==> config.mk <==
export PLATFORM = sky130hd
export DESIGN_NAME = deque_with_delete_by_value
export DESIGN_NICKNAME = d
export VERILOG_FILES = /design/src/hw/rtl/deq_pkg.sv /design/src/hw/rtl/deq_mem.sv /design/src/hw/rtl/deq_slot.sv /design/src/hw/rtl/deque_with_delete_by_value.sv
export VERILOG_INCLUDE_DIRS = /design/src /design/src/hw/rtl
export SDC_FILE = /design/constraint.sdc
export NUM_CORES = 1
export LEC_CHECK = 0
export ABC_AREA = 1
export BUFFER_PORTS_ARGS = -buffer_cell sky130_fd_sc_hd__buf_2
export CAP_MARGIN = 0
export CORE_MARGIN = 2
export CORE_UTILIZATION = 35
export CTS_CLUSTER_SIZE = 25
export DETAILED_ROUTE_END_ITERATION = 10
export PLACE_DENSITY = 0.46
export REMOVE_ABC_BUFFERS = 1
export SYNTH_ARGS = -nofsm -noshare
export SYNTH_HDL_FRONTEND = slang
export SYNTH_SLANG_ARGS = --single-unit
export TNS_END_PERCENT = 50
==> constraint.sdc <==
create_clock -name clk_i -period 12.75 [get_ports clk_i]
set_input_delay 2.55 -clock clk_i [delete_from_list [all_inputs] [get_ports clk_i]]
set_output_delay 2.55 -clock clk_i [all_outputs]
set_load 0.03 [all_outputs]
==> src/hw/rtl/deque_with_delete_by_value_assert.svh <==
// assertion macros for the deque block
// expects clk_i and rst_ni in the including module's scope
`ifndef DEQUE_WITH_DELETE_BY_VALUE_ASSERT_SVH
`define DEQUE_WITH_DELETE_BY_VALUE_ASSERT_SVH

// condition holds at every clock edge out of reset
`define DEQ_ASSERT_HOLDS(lbl, cond) \
  lbl: assert property (@(posedge clk_i) disable iff (!rst_ni) (cond)) \
    else $error("deque check failed");

// consequent holds in the same cycle
`define DEQ_ASSERT_IMPLIES(lbl, ante, cons) \
  lbl: assert property (@(posedge clk_i) disable iff (!rst_ni) (ante) |-> (cons)) \
    else $error("deque check failed");

// consequent holds in the next cycle
`define DEQ_ASSERT_NEXT(lbl, ante, cons) \
  lbl: assert property (@(posedge clk_i) disable iff (!rst_ni) (ante) |=> (cons)) \
    else $error("deque check failed");

`endif

==> src/hw/rtl/deq_pkg.sv <==
// shared types and constants for the deque with delete by value
// no dependencies
package deq_pkg;

  localparam int unsigned CMD_W  = 3;
  localparam int unsigned VAL_W  = 32;
  localparam int unsigned STAT_W = 2;
  localparam int unsigned CNT_W  = 5;
  localparam int unsigned IN_W   = 40;
  localparam int unsigned OUT_W  = 40;

  typedef enum logic [CMD_W-1:0] {
    CMD_INS_BACK  = 3'd0,
    CMD_INS_FRONT = 3'd1,
    CMD_REM_FRONT = 3'd2,
    CMD_REM_BACK  = 3'd3,
    CMD_REM_VAL   = 3'd4
  } cmd_e;

  typedef enum logic [STAT_W-1:0] {
    STAT_OK        = 2'd0,
    STAT_EMPTY     = 2'd1,
    STAT_NOT_FOUND = 2'd2,
    STAT_FULL      = 2'd3
  } stat_e;

  typedef enum logic [2:0] {
    ST_IDLE,
    ST_EXEC,
    ST_RDWAIT,
    ST_SCAN,
    ST_SHIFT,
    ST_DONE
  } st_e;

endpackage

==> src/hw/rtl/deq_mem.sv <==
// entry store: one write port and one read port with registered read data
// depends on deq_pkg
module deq_mem import deq_pkg::*; #(
  parameter int unsigned CAPACITY = 16,
  localparam int unsigned AW = $clog2(CAPACITY)
) (
  input  logic             clk_i,
  input  logic             we_i,
  input  logic [AW-1:0]    waddr_i,
  input  logic [VAL_W-1:0] wdata_i,
  input  logic             re_i,
  input  logic [AW-1:0]    raddr_i,
  output logic [VAL_W-1:0] rdata_o
);

  logic [VAL_W-1:0] mem [CAPACITY];
  logic [VAL_W-1:0] rdata_q;

  always_ff @(posedge clk_i) begin
    if (we_i) begin
      mem[waddr_i] <= wdata_i;
    end
    if (re_i) begin
      rdata_q <= mem[raddr_i];
    end
  end

  assign rdata_o = rdata_q;

endmodule

==> src/hw/rtl/deq_slot.sv <==
// shared slot unit: front position plus offset, wrapped at the capacity
// no package dependencies
module deq_slot #(
  parameter int unsigned CAPACITY = 16,
  localparam int unsigned AW = $clog2(CAPACITY)
) (
  input  logic [AW-1:0] base_i,
  input  logic [AW-1:0] off_i,
  output logic [AW-1:0] slot_o
);

  localparam logic [AW:0] CAP_S = (AW+1)'(CAPACITY);

  logic [AW:0] sum;
  logic [AW:0] wrapped;

  always_comb begin
    sum = {1'b0, base_i} + {1'b0, off_i};
    if (sum >= CAP_S) begin
      wrapped = sum - CAP_S;
    end else begin
      wrapped = sum;
    end
  end

  assign slot_o = wrapped[AW-1:0];

endmodule

==> src/hw/rtl/deque_with_delete_by_value.sv <==
// top level of the deque with delete by value: sequencer, state and output register
// depends on deq_pkg, deq_mem, deq_slot and deque_with_delete_by_value_assert.svh
//
//   channel   dir  tdata fields (low bit up)
//   s_axis    in   command[2:0], value[34:3], zero fill
//   m_axis    out  status[1:0], removed_value[33:2], entry_count[38:34], zero fill
//
// inserts pass through exec and done; remove front/back pass through exec, rdwait and done
// remove by value passes through exec, scans and, when found, closes up the gap before done
// scan and close-up go one entry per cycle through the single store read port
// s_axis_tready is high only in idle; a waiting result does not block the next beat
// reset empties the list; the entry store itself is not cleared
module deque_with_delete_by_value import deq_pkg::*; #(
  parameter int unsigned CAPACITY = 16
) (
  input  logic             clk_i,
  input  logic             rst_ni,
  input  logic             s_axis_tvalid,
  output logic             s_axis_tready,
  input  logic [IN_W-1:0]  s_axis_tdata,  // command, value
  output logic             m_axis_tvalid,
  input  logic             m_axis_tready,
  output logic [OUT_W-1:0] m_axis_tdata   // status, removed_value, entry_count
);

  localparam int unsigned AW = $clog2(CAPACITY);
  localparam int unsigned CW = $clog2(CAPACITY + 1);
  localparam logic [CW-1:0] CAP_C  = CW'(CAPACITY);
  localparam logic [CW-1:0] ONE_C  = CW'(1);
  localparam logic [AW-1:0] LAST_C = AW'(CAPACITY - 1);
  localparam logic [AW-1:0] ZERO_A = '0;

  st_e              state_q, state_d;
  cmd_e             cmd_q, cmd_d;
  logic [VAL_W-1:0] value_q, value_d;
  stat_e            status_q, status_d;
  logic [VAL_W-1:0] removed_q, removed_d;
  logic [AW-1:0]    front_q, front_d;
  logic [CW-1:0]    occ_q, occ_d;
  logic [CW-1:0]    idx_q, idx_d;
  logic [AW-1:0]    rslot_q, rslot_d;
  logic [AW-1:0]    hole_q, hole_d;
  logic             m_valid_q, m_valid_d;
  stat_e            out_status_q, out_status_d;
  logic [VAL_W-1:0] out_removed_q, out_removed_d;
  logic [CNT_W-1:0] out_count_q, out_count_d;

  logic             mem_we, mem_re;
  logic [AW-1:0]    mem_waddr, mem_raddr;
  logic [VAL_W-1:0] mem_wdata, mem_rdata;
  logic [AW-1:0]    slot_off, slot;
  logic [CW+CNT_W-1:0] occ_ext;

  logic in_beat, out_free, is_full, is_empty, more, found;

  assign s_axis_tready = (state_q == ST_IDLE);
  assign in_beat  = s_axis_tvalid && s_axis_tready;
  assign out_free = !m_valid_q || m_axis_tready;
  assign is_full  = (occ_q >= CAP_C);
  assign is_empty = (occ_q == '0);
  assign more     = (idx_q < occ_q);
  assign found    = (mem_rdata == value_q);
  assign occ_ext  = {{CNT_W{1'b0}}, occ_d};

  deq_slot #(.CAPACITY(CAPACITY)) u_slot (
    .base_i (front_q),
    .off_i  (slot_off),
    .slot_o (slot)
  );

  deq_mem #(.CAPACITY(CAPACITY)) u_mem (
    .clk_i   (clk_i),
    .we_i    (mem_we),
    .waddr_i (mem_waddr),
    .wdata_i (mem_wdata),
    .re_i    (mem_re),
    .raddr_i (mem_raddr),
    .rdata_o (mem_rdata)
  );

  // next state
  always_comb begin
    state_d = state_q;
    case (state_q)
      ST_IDLE: begin
        if (in_beat) begin
          state_d = ST_EXEC;
        end
      end
      ST_EXEC: begin
        case (cmd_q)
          CMD_REM_FRONT, CMD_REM_BACK: state_d = is_empty ? ST_DONE : ST_RDWAIT;
          CMD_REM_VAL:                 state_d = is_empty ? ST_DONE : ST_SCAN;
          default:                     state_d = ST_DONE;
        endcase
      end
      ST_RDWAIT: state_d = ST_DONE;
      ST_SCAN: begin
        if (found) begin
          state_d = more ? ST_SHIFT : ST_DONE;
        end else begin
          state_d = more ? ST_SCAN : ST_DONE;
        end
      end
      ST_SHIFT: state_d = more ? ST_SHIFT : ST_DONE;
      ST_DONE: begin
        if (out_free) begin
          state_d = ST_IDLE;
        end
      end
      default: state_d = ST_IDLE;
    endcase
  end

  // datapath and store control
  always_comb begin
    cmd_d         = cmd_q;
    value_d       = value_q;
    status_d      = status_q;
    removed_d     = removed_q;
    front_d       = front_q;
    occ_d         = occ_q;
    idx_d         = idx_q;
    rslot_d       = rslot_q;
    hole_d        = hole_q;
    m_valid_d     = m_valid_q && !m_axis_tready;
    out_status_d  = out_status_q;
    out_removed_d = out_removed_q;
    out_count_d   = out_count_q;
    mem_we        = 1'b0;
    mem_re        = 1'b0;
    mem_waddr     = slot;
    mem_raddr     = slot;
    mem_wdata     = value_q;
    slot_off      = idx_q[AW-1:0];

    case (state_q)
      ST_IDLE: begin
        if (in_beat) begin
          cmd_d     = cmd_e'(s_axis_tdata[CMD_W-1:0]);
          value_d   = s_axis_tdata[CMD_W+VAL_W-1:CMD_W];
          status_d  = STAT_OK;
          removed_d = '0;
        end
      end
      ST_EXEC: begin
        case (cmd_q)
          CMD_INS_BACK: begin
            if (is_full) begin
              status_d = STAT_FULL;
            end else begin
              slot_off = occ_q[AW-1:0];
              mem_we   = 1'b1;
              occ_d    = occ_q + ONE_C;
            end
          end
          CMD_INS_FRONT: begin
            if (is_full) begin
              status_d = STAT_FULL;
            end else begin
              front_d   = (front_q == ZERO_A) ? LAST_C : front_q - AW'(1);
              mem_waddr = front_d;
              mem_we    = 1'b1;
              occ_d     = occ_q + ONE_C;
            end
          end
          CMD_REM_FRONT, CMD_REM_VAL: begin
            if (is_empty) begin
              status_d = STAT_EMPTY;
            end else begin
              slot_off = ZERO_A;
              mem_re   = 1'b1;
              rslot_d  = slot;
              idx_d    = ONE_C;
            end
          end
          CMD_REM_BACK: begin
            if (is_empty) begin
              status_d = STAT_EMPTY;
            end else begin
              slot_off = AW'(occ_q - ONE_C);
              mem_re   = 1'b1;
            end
          end
          default: ;
        endcase
      end
      ST_RDWAIT: begin
        removed_d = mem_rdata;
        occ_d     = occ_q - ONE_C;
        if (cmd_q == CMD_REM_FRONT) begin
          front_d = (front_q == LAST_C) ? ZERO_A : front_q + AW'(1);
        end
      end
      ST_SCAN: begin
        if (more) begin
          mem_re  = 1'b1;
          rslot_d = slot;
          idx_d   = idx_q + ONE_C;
        end
        if (found) begin
          removed_d = mem_rdata;
          hole_d    = rslot_q;
          if (!more) begin
            occ_d = occ_q - ONE_C;
          end
        end else if (!more) begin
          status_d = STAT_NOT_FOUND;
        end
      end
      ST_SHIFT: begin
        mem_we    = 1'b1;
        mem_waddr = hole_q;
        mem_wdata = mem_rdata;
        hole_d    = rslot_q;
        if (more) begin
          mem_re  = 1'b1;
          rslot_d = slot;
          idx_d   = idx_q + ONE_C;
        end else begin
          occ_d = occ_q - ONE_C;
        end
      end
      ST_DONE: begin
        if (out_free) begin
          m_valid_d     = 1'b1;
          out_status_d  = status_q;
          out_removed_d = removed_q;
          out_count_d   = occ_ext[CNT_W-1:0];
        end
      end
      default: ;
    endcase
  end

  always_ff @(posedge clk_i or negedge rst_ni) begin
    if (!rst_ni) begin
      state_q   <= ST_IDLE;
      front_q   <= '0;
      occ_q     <= '0;
      m_valid_q <= 1'b0;
    end else begin
      state_q   <= state_d;
      front_q   <= front_d;
      occ_q     <= occ_d;
      m_valid_q <= m_valid_d;
    end
  end

  always_ff @(posedge clk_i) begin
    cmd_q         <= cmd_d;
    value_q       <= value_d;
    status_q      <= status_d;
    removed_q     <= removed_d;
    idx_q         <= idx_d;
    rslot_q       <= rslot_d;
    hole_q        <= hole_d;
    out_status_q  <= out_status_d;
    out_removed_q <= out_removed_d;
    out_count_q   <= out_count_d;
  end

  assign m_axis_tvalid = m_valid_q;
  assign m_axis_tdata  = {1'b0, out_count_q, out_removed_q, out_status_q};

`include "deque_with_delete_by_value_assert.svh"

  `DEQ_ASSERT_HOLDS(a_occ_bound, occ_q <= CAP_C)
  `DEQ_ASSERT_HOLDS(a_front_bound, front_q <= LAST_C)
  `DEQ_ASSERT_IMPLIES(a_no_port_clash, mem_we && mem_re, mem_waddr != mem_raddr)
  `DEQ_ASSERT_NEXT(a_full_keeps, (state_q == ST_EXEC) && is_full && ((cmd_q == CMD_INS_BACK) || (cmd_q == CMD_INS_FRONT)), occ_q == CAP_C)
  `DEQ_ASSERT_NEXT(a_result_loaded, (state_q == ST_DONE) && out_free, m_valid_q && (state_q == ST_IDLE))

endmodule
Word-level counts from Yosys, hierarchy flattened
Memory sizes are Yosys's and may differ from the RTL's. A register that Yosys moved wholly into a read port is not among the register bits.
Index checks and enable logic that the tools add are counted.
{ "totals": {"reg_bits": 134, "mem_bits_rw": 512, "input_bits": 44, "out_inout_bits": 42, "word_cells": 138, "memories": 1} }
{ "mem_list": {"columns": ["name", "depth", "width", "rd", "rd_clocked_by_memory_dff", "wr", "line_no", "source"], "rows": [
  ["u_mem.mem", 16, 32, 1, 1, 1, "deq_mem.sv:16", "logic [VAL_W-1:0] mem [CAPACITY];"]
]} }
{ "classes": {"n_addsub": 7, "magnitude_cmp": 3, "eq_ne": 25, "n_mux": 61, "n_reduce_logical": 27} }
{ "op_table": {"columns": ["cell", "count"], "rows": [
  ["32-bit 2-to-1 mux", 3],
  ["32-bit one-hot mux with 3 select lines", 1],
  ["4-bit 2-to-1 mux", 16],
  ["5-bit 2-to-1 mux", 7],
  ["32-bit equality test", 1],
  ["4-bit one-hot mux with 2 select lines", 4],
  ["5-bit one-hot mux with 4 select lines", 1],
  ["3-bit 2-to-1 mux", 6],
  ["3-bit one-hot mux with 6 select lines", 1],
  ["2-bit inequality test, second input constant", 7],
  ["3-bit by 2-bit equality test with 1-bit output, second input constant", 4],
  ["4-bit one-hot mux with 3 select lines", 1],
  ["5-bit by 1-bit adder with 5-bit output, second input constant", 2],
  ["5-bit >= comparator, second input constant", 2],
  ["1-bit 2-to-1 mux", 10],
  ["2-bit 2-to-1 mux", 5],
  ["5-bit one-hot mux with 2 select lines", 1],
  ["3-bit equality test, second input constant", 3],
  ["3-bit inequality test, second input constant", 3],
  ["2-bit by 1-bit inequality test with 1-bit output, second input constant", 4],
  ["2-bit AND reduction", 4],
  ["4-bit AND reduction", 2],
  ["2-bit OR reduction", 4],
  ["4-bit by 1-bit subtractor with 4-bit output, second input constant", 2],
  ["21 further kinds", 29]
]} }

Logic depth before layout (Yosys ltp)
Gate-level depths: netlist (run 1).
{ "logic_depth": {"word_depth": 10, "depth_mapped": 24} }

By module
From an unflattened synthesis (run 1), not the netlist that was laid out.
{ "unflattened": {"cells_unflattened": 2772, "area_unflattened_um2": 29642.2} }
{ "by_module_without_submodules": {"columns": ["module", "instances", "cells_per_inst", "area_each_um2"], "rows": [
  ["deq_mem", 1, 2120, 23050.9],
  ["deque_with_delete_by_value", 1, 635, 6467.5],
  ["deq_slot", 1, 17, 123.9]
]} }

Worst setup path after synthesis (run 1)
OpenSTA, ideal clock, no wires.
{ "synth_path": {"path_kind": "input -> register", "start": "input port m_axis_tready", "end": "register out_count_q[0], enable pin", "setup_time_ns": 0.448, "t_arrival_ns": 4.527, "required_ns": 12.302, "setup_slack_ns": 7.774, "stages": 2, "cell_sequence": "inv_1 -> a21oi_1"} }
{ "synth_via": {"elab_chain_len": 2} }
{ "synth_rtl": {"columns": ["element", "line_no", "source"], "rows": [
  ["start: declaration", "deque_with_delete_by_value.sv:22", "input logic m_axis_tready,"],
  ["1-bit logical OR", "deque_with_delete_by_value.sv:58", "assign out_free = !m_valid_q || m_axis_tready;"],
  ["2-bit AND reduction (no line)", null, null],
  ["end signal: assignment", "deque_with_delete_by_value.sv:260", "out_count_q <= out_count_d;"],
  ["end: declaration", "deque_with_delete_by_value.sv:46", "logic [CNT_W-1:0] out_count_q, out_count_d;"]
]} }
No other way between the ends.
A chain may end at the register's enable or synchronous reset.

Worst setup path in the final report (run 1)
{ "layout_path": {"start": "register occ_q[1]", "end": "register u_mem.rdata_q[12] (netlist: u_mem.rdata_o[12]) (read register of u_mem.mem), data pin"} }
{ "layout_via": {"elab_chain_len": 7, "elab_cells_between_ends": 17, "cone_classes": "add/sub: 3; order compare: 3; mux: 10; reduce/logical: 1"} }
{ "layout_rtl": {"columns": ["element", "line_no", "source"], "rows": [
  ["start: declaration", "deque_with_delete_by_value.sv:39", "logic [CW-1:0] occ_q, occ_d;"],
  ["start signal: assignment", "deque_with_delete_by_value.sv:240", "occ_q <= '0;"],
  ["start signal: assignment", "deque_with_delete_by_value.sv:245", "occ_q <= occ_d;"],
  ["5-bit by 1-bit subtractor with 5-bit output (tied with other cells)", null, null],
  ["4-bit 2-to-1 mux, on equally long branches", "deque_with_delete_by_value.sv:178, deque_with_delete_by_value.sv:149, deque_with_delete_by_value.sv:168", null],
  ["4-bit one-hot mux with 3 select lines", "deque_with_delete_by_value.sv:147", "case (cmd_q)"],
  ["4-bit 2-to-1 mux", "deque_with_delete_by_value.sv:137", "case (state_q)"],
  ["4-bit by 4-bit adder with 5-bit output", "deq_slot.sv:18", "sum = {1'b0, base_i} + {1'b0, off_i};"],
  ["4-bit by 1-bit subtractor with 4-bit output or 5-bit >= comparator (tied branches)", "deq_slot.sv:20, deq_slot.sv:19", null],
  ["4-bit 2-to-1 mux", "deq_slot.sv:19", "if (sum >= CAP_S) begin"],
  ["end: declaration", "deq_mem.sv:17", "logic [VAL_W-1:0] rdata_q;"]
]} }
Parallel ways exist; a longest one is shown, timed or not.

==> results by group, run 1 <==
Floorplan
  – Core Rows: 102
  – Initial Utilization: 35.4%
  – Die footprint: 0.0806 mm2
  – Die W: 284 um
  – Chip Height: 284 um
  – I/O pin cnt: 86
  – CORE AREA: 0.0775 mm2

Layout
  – Share of layout cells above drive strength 1: 16.0%
  – P&R area growth vs syn: 15.6%
  – # fillers: 7237
  – FF/Latch Area: 0.0203 mm2
  – Total inserted antenna cells: 0
  – Multi-input gate area: 0.00645 mm2
  – Final net count: 2208

Routing
  – Metal-1 WL: 33100 um
  – WL met3: 3080 um
  – Via count: 16600
  – Vias per std cell: 5.11
  – Max layer used: met4
  – DR WL met2: 34400 um
  – Post-route DRC: 0
  – 1st-iter DRT viols: 1333
  – Final WL: 72400 um
  – Routed len/inst: 22.3 um
  – DRT Pass-1 Iters: 5
  – Post-DRT Antenna Nets: 0

CTS
  – Postcts setup bufs: 0
  – CTS resizes: 0
  – CTS buffer count: 76
  – H-tree levels: 3
  – Root Buffer: clkbuf_16
  – Clock Latency Late Sink: 0.62 ns
  – Worst-path clk slew: 0.06 ns
  – CTS sink cnt: 678
  – CTS tree: built
  – Clock tree buffer depth: 3
  – Post-CTS Hold Buffers: 0

Synth
  – Synth Cell Area: 0.0274 mm2
  – Register area share after synthesis: 74.0%
  – Compound-gate portion of the synthesized area: 12.8%
  – #FFs+latches synth: 678
  – Syn avg cell area: 13.4 um2
  – Post-synthesis simple-gate area fraction: 8.09%
  – Post-synthesis cell type count: 46
  – Post-synthesis mux area share: 0%
  – Area share of xor/xnor cells in the synthesized design: 1.25%
  – Largest family of logic cells by synthesized area: compound AO/OA/AOI/OAI gates
  – Mapped Cells: 2047
  – Ys Warns: 0
  – Post-synthesis adder-cell area fraction: 0.666%

STA
  – RSZ-0062 raised after global routing: no
  – Clock Skew: 0.0189 ns
  – Min Tclk post-route: 5.85 ns
  – # setup viols final: 0
  – Relative slew slack: 24.7%
  – Slew @ Worst Pin: 1.13 ns
  – Final WS setup: 6.90 ns
  – Final hold violations: 0
  – Setup TNS Final: 0 ns
  – Max-slew violations: 0
  – F_max: 0.171 GHz
  – Post-route clock period utilization: 45.9%

Global route
  – First-pass GRT wire length: 107000 um
  – Residual overflow from global routing: 0
  – Largest net degree at the start of global routing: 103
  – GRT Total Usage: 17.9%
  – Initial antenna violation count: 0
  – Vias in the first global route: 16400

Job
  – Number of max-cap violations: 0

Critical path
  – CP top delay family: buffers and inverters
  – Worst path required time: 13.08 ns
  – CP cell instances: inv_1 > ha_1 > inv_1 > nor2_2 > nand2_4 > o21ai_2 > nor2_1 > inv_1 > o21ai_0 > nand2_1 > ha_4 > inv_1 > fa_4 > clkinv_2 > buf_4 > buf_4 > o21ai_0 > o221ai_1 > o211ai_2 > o21ai_1
  – Max FO, Critical Path: 74
  – Startpoint types: flop
  – WS Path Type: reg -> reg
  – Critical path's slowest cell: fa_4
  – CP endpoint kind: flop
  – Most frequent CP cell: inv_1
  – CP arrival: 6.19 ns
  – CP max stage delay: 1.49 ns
  – Buf/Inv on CP: 7

Placed design
  – Detailed Place HPWL: 37600 um
  – Final GP Congestion: 0.784
  – Pre-CTS setup slack: 6.87 ns
  – Port Buffers: 79

Status
  – Status: complete, no violations

Hold path
  – Hold Path Class: reg -> reg
==> stage by stage <==
stage / area [um2] / cells / hold slack [ns] / util (%)
6_report: 31700 / 3247 / 0.417 / 40.9
5_1_grt: 31700 / 3247 / 0.422 / 40.9
4_1_cts: 31700 / 3247 / 0.417 / 40.9
3_5_place_dp: 29300 / 3112 / 0.405 / 37.8
3_3_place_gp: 29300 / 3112 / 0.401 / 37.8
2_1_floorplan: 26900 / 1930 / 0.400 / -
==> final timing paths <==
kind | start | slack [ns] | depth (start not counted) | endpoint
setup / recovery | occ_q[1] | 6.90 | 20 | u_mem.rdata_o[12]
hold / removal | removed_q[18] | 0.42 | 0 | out_removed_q[18]
setup reg to reg | occ_q[1] | 6.90 | 20 | u_mem.rdata_o[12]
hold reg to reg | removed_q[18] | 0.42 | 0 | out_removed_q[18]
max in group asynchronous | rst_ni | 10.65 | 1 | occ_q[4]
min in group asynchronous | rst_ni | 1.83 | 1 | occ_q[0]
==> area by class of cell <==
cell class / count / area share (%)
Timing Repair Buffer: 142 / 2.74
Inverter: 93 / 1.14
Clock buffer: 99 / 6.54
Multi-Input combinational cell: 1159 / 20.3
Tap cell: 1040 / 4.10
Clock inverter: 36 / 1.15
Sequential cell: 678 / 64.0
==> flip-flops by register name (all words and copies together), names as in the netlist <==
signal	flops
status_q	2
out_status_q	2
value_q	32
hole_q	4
front_q	4
cmd_q	3
removed_q	32
m_axis_tvalid	1
u_mem.mem	512
rslot_q	4
state_q	3
idx_q	5
out_count_q	5
out_removed_q	32
u_mem.rdata_o	32
occ_q	5
==> cells by family (layout without fill, tap and decap cells) <==
| kind of cell | after synthesis | count (layout) |
|---|---|---|
| xor+xnor | 39 | 39 |
| compound gates | 565 | 565 |
| fa+ha+maj | 14 | 14 |
| other cells | 1 | 1 |
| flops | 678 | 678 |
| simple gates | 540 | 540 |
| buf+inv | 210 | 370 |
==> cell usage in the layout, fill, tap and decap left out, drive strengths merged <==
cell type  instances
clkbuf            99
nor4               1
o31ai              2
ha                13
o21ai            381
edfxtp           665
o22ai             67
xnor2             34
nand3             32
inv               93
nand4              7
bufinv             7
clkinv            28
nor2             348
a21oi             14
o211ai            33
conb               1
o2111ai            1
o21bai             1
or2                4
fa                 1
nand2            143
o221ai            65
clkinvlp           1
buf              142
nor3               5
xor2               5
dfrtp             13
a31oi              1
==> cells in the mapped netlist (all sizes together) <==
cell	instances	area share (%)
edfxtp	665	73
o21ai	381	7.2
nor2	348	4.8
nand2	143	2.2
clkbuf	92	1.3
inv	92	1.3
o22ai	67	1.5
o221ai	65	2.1
xnor2	34	1.1
o211ai	33	1.4
nand3	32	0.73
buf	25	0.66
a21oi	14	0.35
dfrtp	13	1.2
ha	13	0.59
nand4	7	0.16
nor3	5	0.091
xor2	5	0.16
or2	4	0.091
o31ai	2	0.10
a31oi	1	0.023
clkinv	1	0.032
conb	1	0.014
fa	1	0.073
nor4	1	0.023
o2111ai	1	0.032
o21bai	1	0.027
==> layer usage <==
metal / GRT usage [%] / up-vias
met1: 24.5 / 8353
met4: 5.70 / 0
li1: - / 7777
met2: 29.2 / 384
met5: 0 / -
met3: 2.64 / 94
Power of run 1 is not shown: default switching activity piles up to over one toggle a cycle in this logic, so the estimate is an artifact.
==> run 2: changes to the inputs <==
- ABC_AREA: 1 -> 0
- PLACE_DENSITY: 0.46 -> 0.48
- clock period: 12.75 -> 4.95 ns (I/O delays scaled with it)
==> run 2 against run 1 <==
  * Sequential cell count did not move
  * Worst hold slack got worse by 0.12 ns
  * Cell count fell by 19%
  * Largest cell class unchanged
  * Highest routed layer unchanged
==> results by group, run 2 <==
Layout
  – Final net count: 1605 (was 2208)
  – Largest register FFs: 512 (unchanged)
  – Commonest cells after routing, fill and taps aside: edfxtp_1, mux4_2, nand2_1 (was edfxtp_1, o21ai_0, nor2_1)
  – # fillers: 6681 (was 7237)
  – Most common cell after layout, fill and taps aside: edfxtp_1 (unchanged)
  – Core Util, Final: 41.9% (was 40.9%)
  – Share of layout cells above drive strength 1: 26.3% (was 16.0%)
  – P&R area growth vs syn: 18.1% (was 15.6%)
  – Non-Filler Instances: 2635 (was 3247)
  – Biggest register: u_mem.mem (unchanged)
  – Total inserted antenna cells: 0 (unchanged)

Critical path
  – Reg2reg start: occ_q[1] (unchanged)
  – CP max stage delay: 0.47 ns (was 1.49 ns)
  – Critical path startpoint: occ_q[1] (unchanged)
  – CP arrival: 4.93 ns (was 6.19 ns)
  – CP endpoint kind: flop (unchanged)
  – Worst path required time: 5.24 ns (was 13.08 ns)
  – Buf/Inv on CP: 3 (was 7)
  – Max FO, Critical Path: 16 (was 74)
  – WS Path Type: reg -> reg (unchanged)
  – Startpoint types: flop (unchanged)
  – CP top delay family: compound AO/OA/AOI/OAI gates (was buffers and inverters)
  – CP cell instances: inv_1 > ha_1 > nor4b_4 > nor2_1 > o21ai_0 > buf_4 > a22o_1 > ha_1 > a21o_1 > a21oi_1 > xor2_1 > o211ai_1 > o211ai_4 > nor3b_2 > buf_4 (was inv_1 > ha_1 > inv_1 > nor2_2 > nand2_4 > o21ai_2 > nor2_1 > inv_1 > o21ai_0 > nand2_1 > ha_4 > inv_1 > fa_4 > clkinv_2 > buf_4 > buf_4 > o21ai_0 > o221ai_1 > o211ai_2 > o21ai_1)
  – Critical path's slowest cell: xor2_1 (was fa_4)

Global route
  – Initial antenna violation count: 2 (was 0)
  – Residual overflow from global routing: 0 (unchanged)
  – First-pass GRT wire length: 97200 um (was 107000 um)
  – Vias in the first global route: 13900 (was 16400)
  – GRT Total Usage: 17.2% (was 17.9%)
  – Largest net degree at the start of global routing: 58 (was 103)

Synth
  – Fraction of registers with async set/reset: 1.92% (unchanged)
  – Post-synthesis mux area share: 14.3% (was 0%)
  – Largest area contributor in the netlist: edfxtp_1 (unchanged)
  – Post-synthesis simple-gate area fraction: 4.62% (was 8.09%)
  – Synth Cell Area: 0.0270 mm2 (was 0.0274 mm2)
  – Top post-synthesis cells by count: edfxtp_1, mux4_2, nand2_1 (was edfxtp_1, o21ai_0, nor2_1)
  – Area share of xor/xnor cells in the synthesized design: 1.43% (was 1.25%)
  – Post-synthesis cell type count: 72 (was 46)
  – Share of the synthesized area in the top cell type: 73.8% (was 72.8%)
  – Mapped Cells: 1394 (was 2047)
  – Most common cell in the synthesized netlist: edfxtp_1 (unchanged)
  – Syn avg cell area: 19.4 um2 (was 13.4 um2)
  – Ys Warns: 0 (unchanged)
  – Largest family of logic cells by synthesized area: multiplexers (was compound AO/OA/AOI/OAI gates)
  – #FFs+latches synth: 678 (unchanged)
  – Post-synth EDFFs: 665 (unchanged)
  – Compound-gate portion of the synthesized area: 2.44% (was 12.8%)
  – Register area share after synthesis: 75.0% (was 74.0%)
  – Post-synth top flop: edfxtp_1 (unchanged)
  – Top cells by area, synth: edfxtp_1, mux4_2, mux2i_1 (was edfxtp_1, o21ai_0, nor2_1)
  – Post-synthesis adder-cell area fraction: 0.675% (was 0.666%)

Routing
  – Post-DRT Antenna Nets: 0 (unchanged)
  – Final WL: 67100 um (was 72400 um)
  – 1st-iter DRT viols: 1123 (was 1333)
  – Via count: 13500 (was 16600)
  – Post-route DRC: 0 (unchanged)
  – DRT Pass-1 Iters: 5 (unchanged)
  – Vias per std cell: 5.12 (was 5.11)
  – Routed len/inst: 25.5 um (was 22.3 um)

CTS
  – CTS sink cnt: 678 (unchanged)
  – CTS tree: built (unchanged)
  – Post-CTS Hold Buffers: 0 (unchanged)
  – Root Buffer: clkbuf_16 (unchanged)
  – Clock Latency Late Sink: 0.62 ns (about the same)
  – CTS buffer count: 76 (unchanged)
  – Worst-path clk slew: 0.06 ns (about the same)
  – Clock tree buffer depth: 3 (unchanged)
  – H-tree levels: 3 (unchanged)

Job
  – Number of max-cap violations: 0 (unchanged)

STA
  – # setup viols final: 0 (unchanged)
  – F_max: 0.215 GHz (was 0.171 GHz)
  – Post-route clock period utilization: 93.8% (was 45.9%)
  – Clock Skew: 0.0253 ns (was 0.0189 ns)
  – RSZ-0062 raised after global routing: no (unchanged)
  – Relative slew slack: 29.5% (was 24.7%)
  – Setup TNS Final: 0 ns (unchanged)
  – Slew @ Worst Pin: 1.03 ns (was 1.13 ns)
  – Worst hold margin: 0.301 ns (was 0.417 ns)
  – Min Tclk post-route: 4.64 ns (was 5.85 ns)
  – Final hold violations: 0 (unchanged)
  – Max-slew violations: 0 (unchanged)

Placed design
  – Final GP Congestion: 0.814 (was 0.784)
  – Inst Count DP: 2498 (was 3112)
  – Detailed Place HPWL: 38200 um (was 37600 um)
  – Port Buffers: 79 (unchanged)

Floorplan
  – CORE AREA: 0.0762 mm2 (was 0.0775 mm2)
  – Chip Height: 282 um (was 284 um)
  – I/O pin cnt: 86 (unchanged)
  – Core Rows: 101 (was 102)
  – Die W: 282 um (was 284 um)
  – Die footprint: 0.0795 mm2 (was 0.0806 mm2)
  – Initial Utilization: 35.5% (was 35.4%)

Status
  – Status: complete, no violations (unchanged)

Hold path
  – Hold Path Class: in -> async (was reg -> reg)
[run 2: cell count changes after synthesis, moves of 26 or more]
cell      change
and2_1       +35
clkbuf_1     -54
inv_1        -65
mux2i_1      +98
mux4_2      +128
nor2_1      -314
o211ai_2     -26
o21ai_0     -331
o221ai_1     -63
o22ai_1      -65
[run 2: cell type report]
cell class	instances	area, um2	share of cell area [%]
repair buffers	145	1320	4.12
flip-flops and latches	678	20300	63.6
well taps	1030	1290	4.04
multi-input cells	629	6500	20.4
clock inverters	45	467	1.46
inverters	17	63.8	0.200
clock buffers	91	2000	6.27
[run 2: per-layer routing]
layer | track usage (%) | routed length [um]
met4 | 4.88 | 1260
met1 | 24.4 | 31000
met5 | 0 | 0
met3 | 3.22 | 3420
met2 | 27.2 | 31400
[run 2: worst paths after layout]
check / depth (start not counted) / to / slack (ns)
min: 1 / occ_q[2] / 0.30
min reg2reg: 0 / out_removed_q[27] / 0.41
min in group clk_i: 0 / out_removed_q[27] / 0.41
max in group asynchronous: 1 / occ_q[0] / 4.38
max reg2reg: 15 / u_mem.mem[15][19] / 0.31
max: 15 / u_mem.mem[15][19] / 0.31
[run 2: kinds of logic after synthesis]
| family | Yosys count |
|---|---|
| adder cells (fa/ha/maj) | 14 |
| multiplexers | 226 |
| buffers and inverters | 87 |
| XOR/XNOR | 42 |
| AO/OA/AOI/OAI | 92 |
| flip-flops | 678 |
| AND/OR/NAND/NOR | 254 |
| other | 1 |
[run 2: repair_timing]
action | CTS | global route
resized for setup | 0 | 2
endpoints found under the setup margin | 0 | 489
setup buffers | 0 | 1
[run 2: worst register-to-register path: stages, from the launching register on]
cell      delay (ns)
dfrtp_1         0.38
inv_1           0.12
ha_1            0.26
nor4b_4         0.40
nor2_1          0.19
o21ai_0         0.32
buf_4           0.17
a22o_1          0.16
ha_1            0.24
a21o_1          0.17
a21oi_1         0.18
xor2_1          0.47
o211ai_1        0.26
o211ai_4        0.30
nor3b_2         0.38
buf_4           0.32
[run 2: metrics by stage]
step / setup slack (ns) / area, um2
finish: 0.307 / 31900
global route: 0.0266 / 31900
global placement: 0.307 / 29400
CTS: 0.198 / 31900
floorplan: -5.81 / 26700
detailed placement: 0.249 / 29400
Power of run 2 is left out for the same reason.
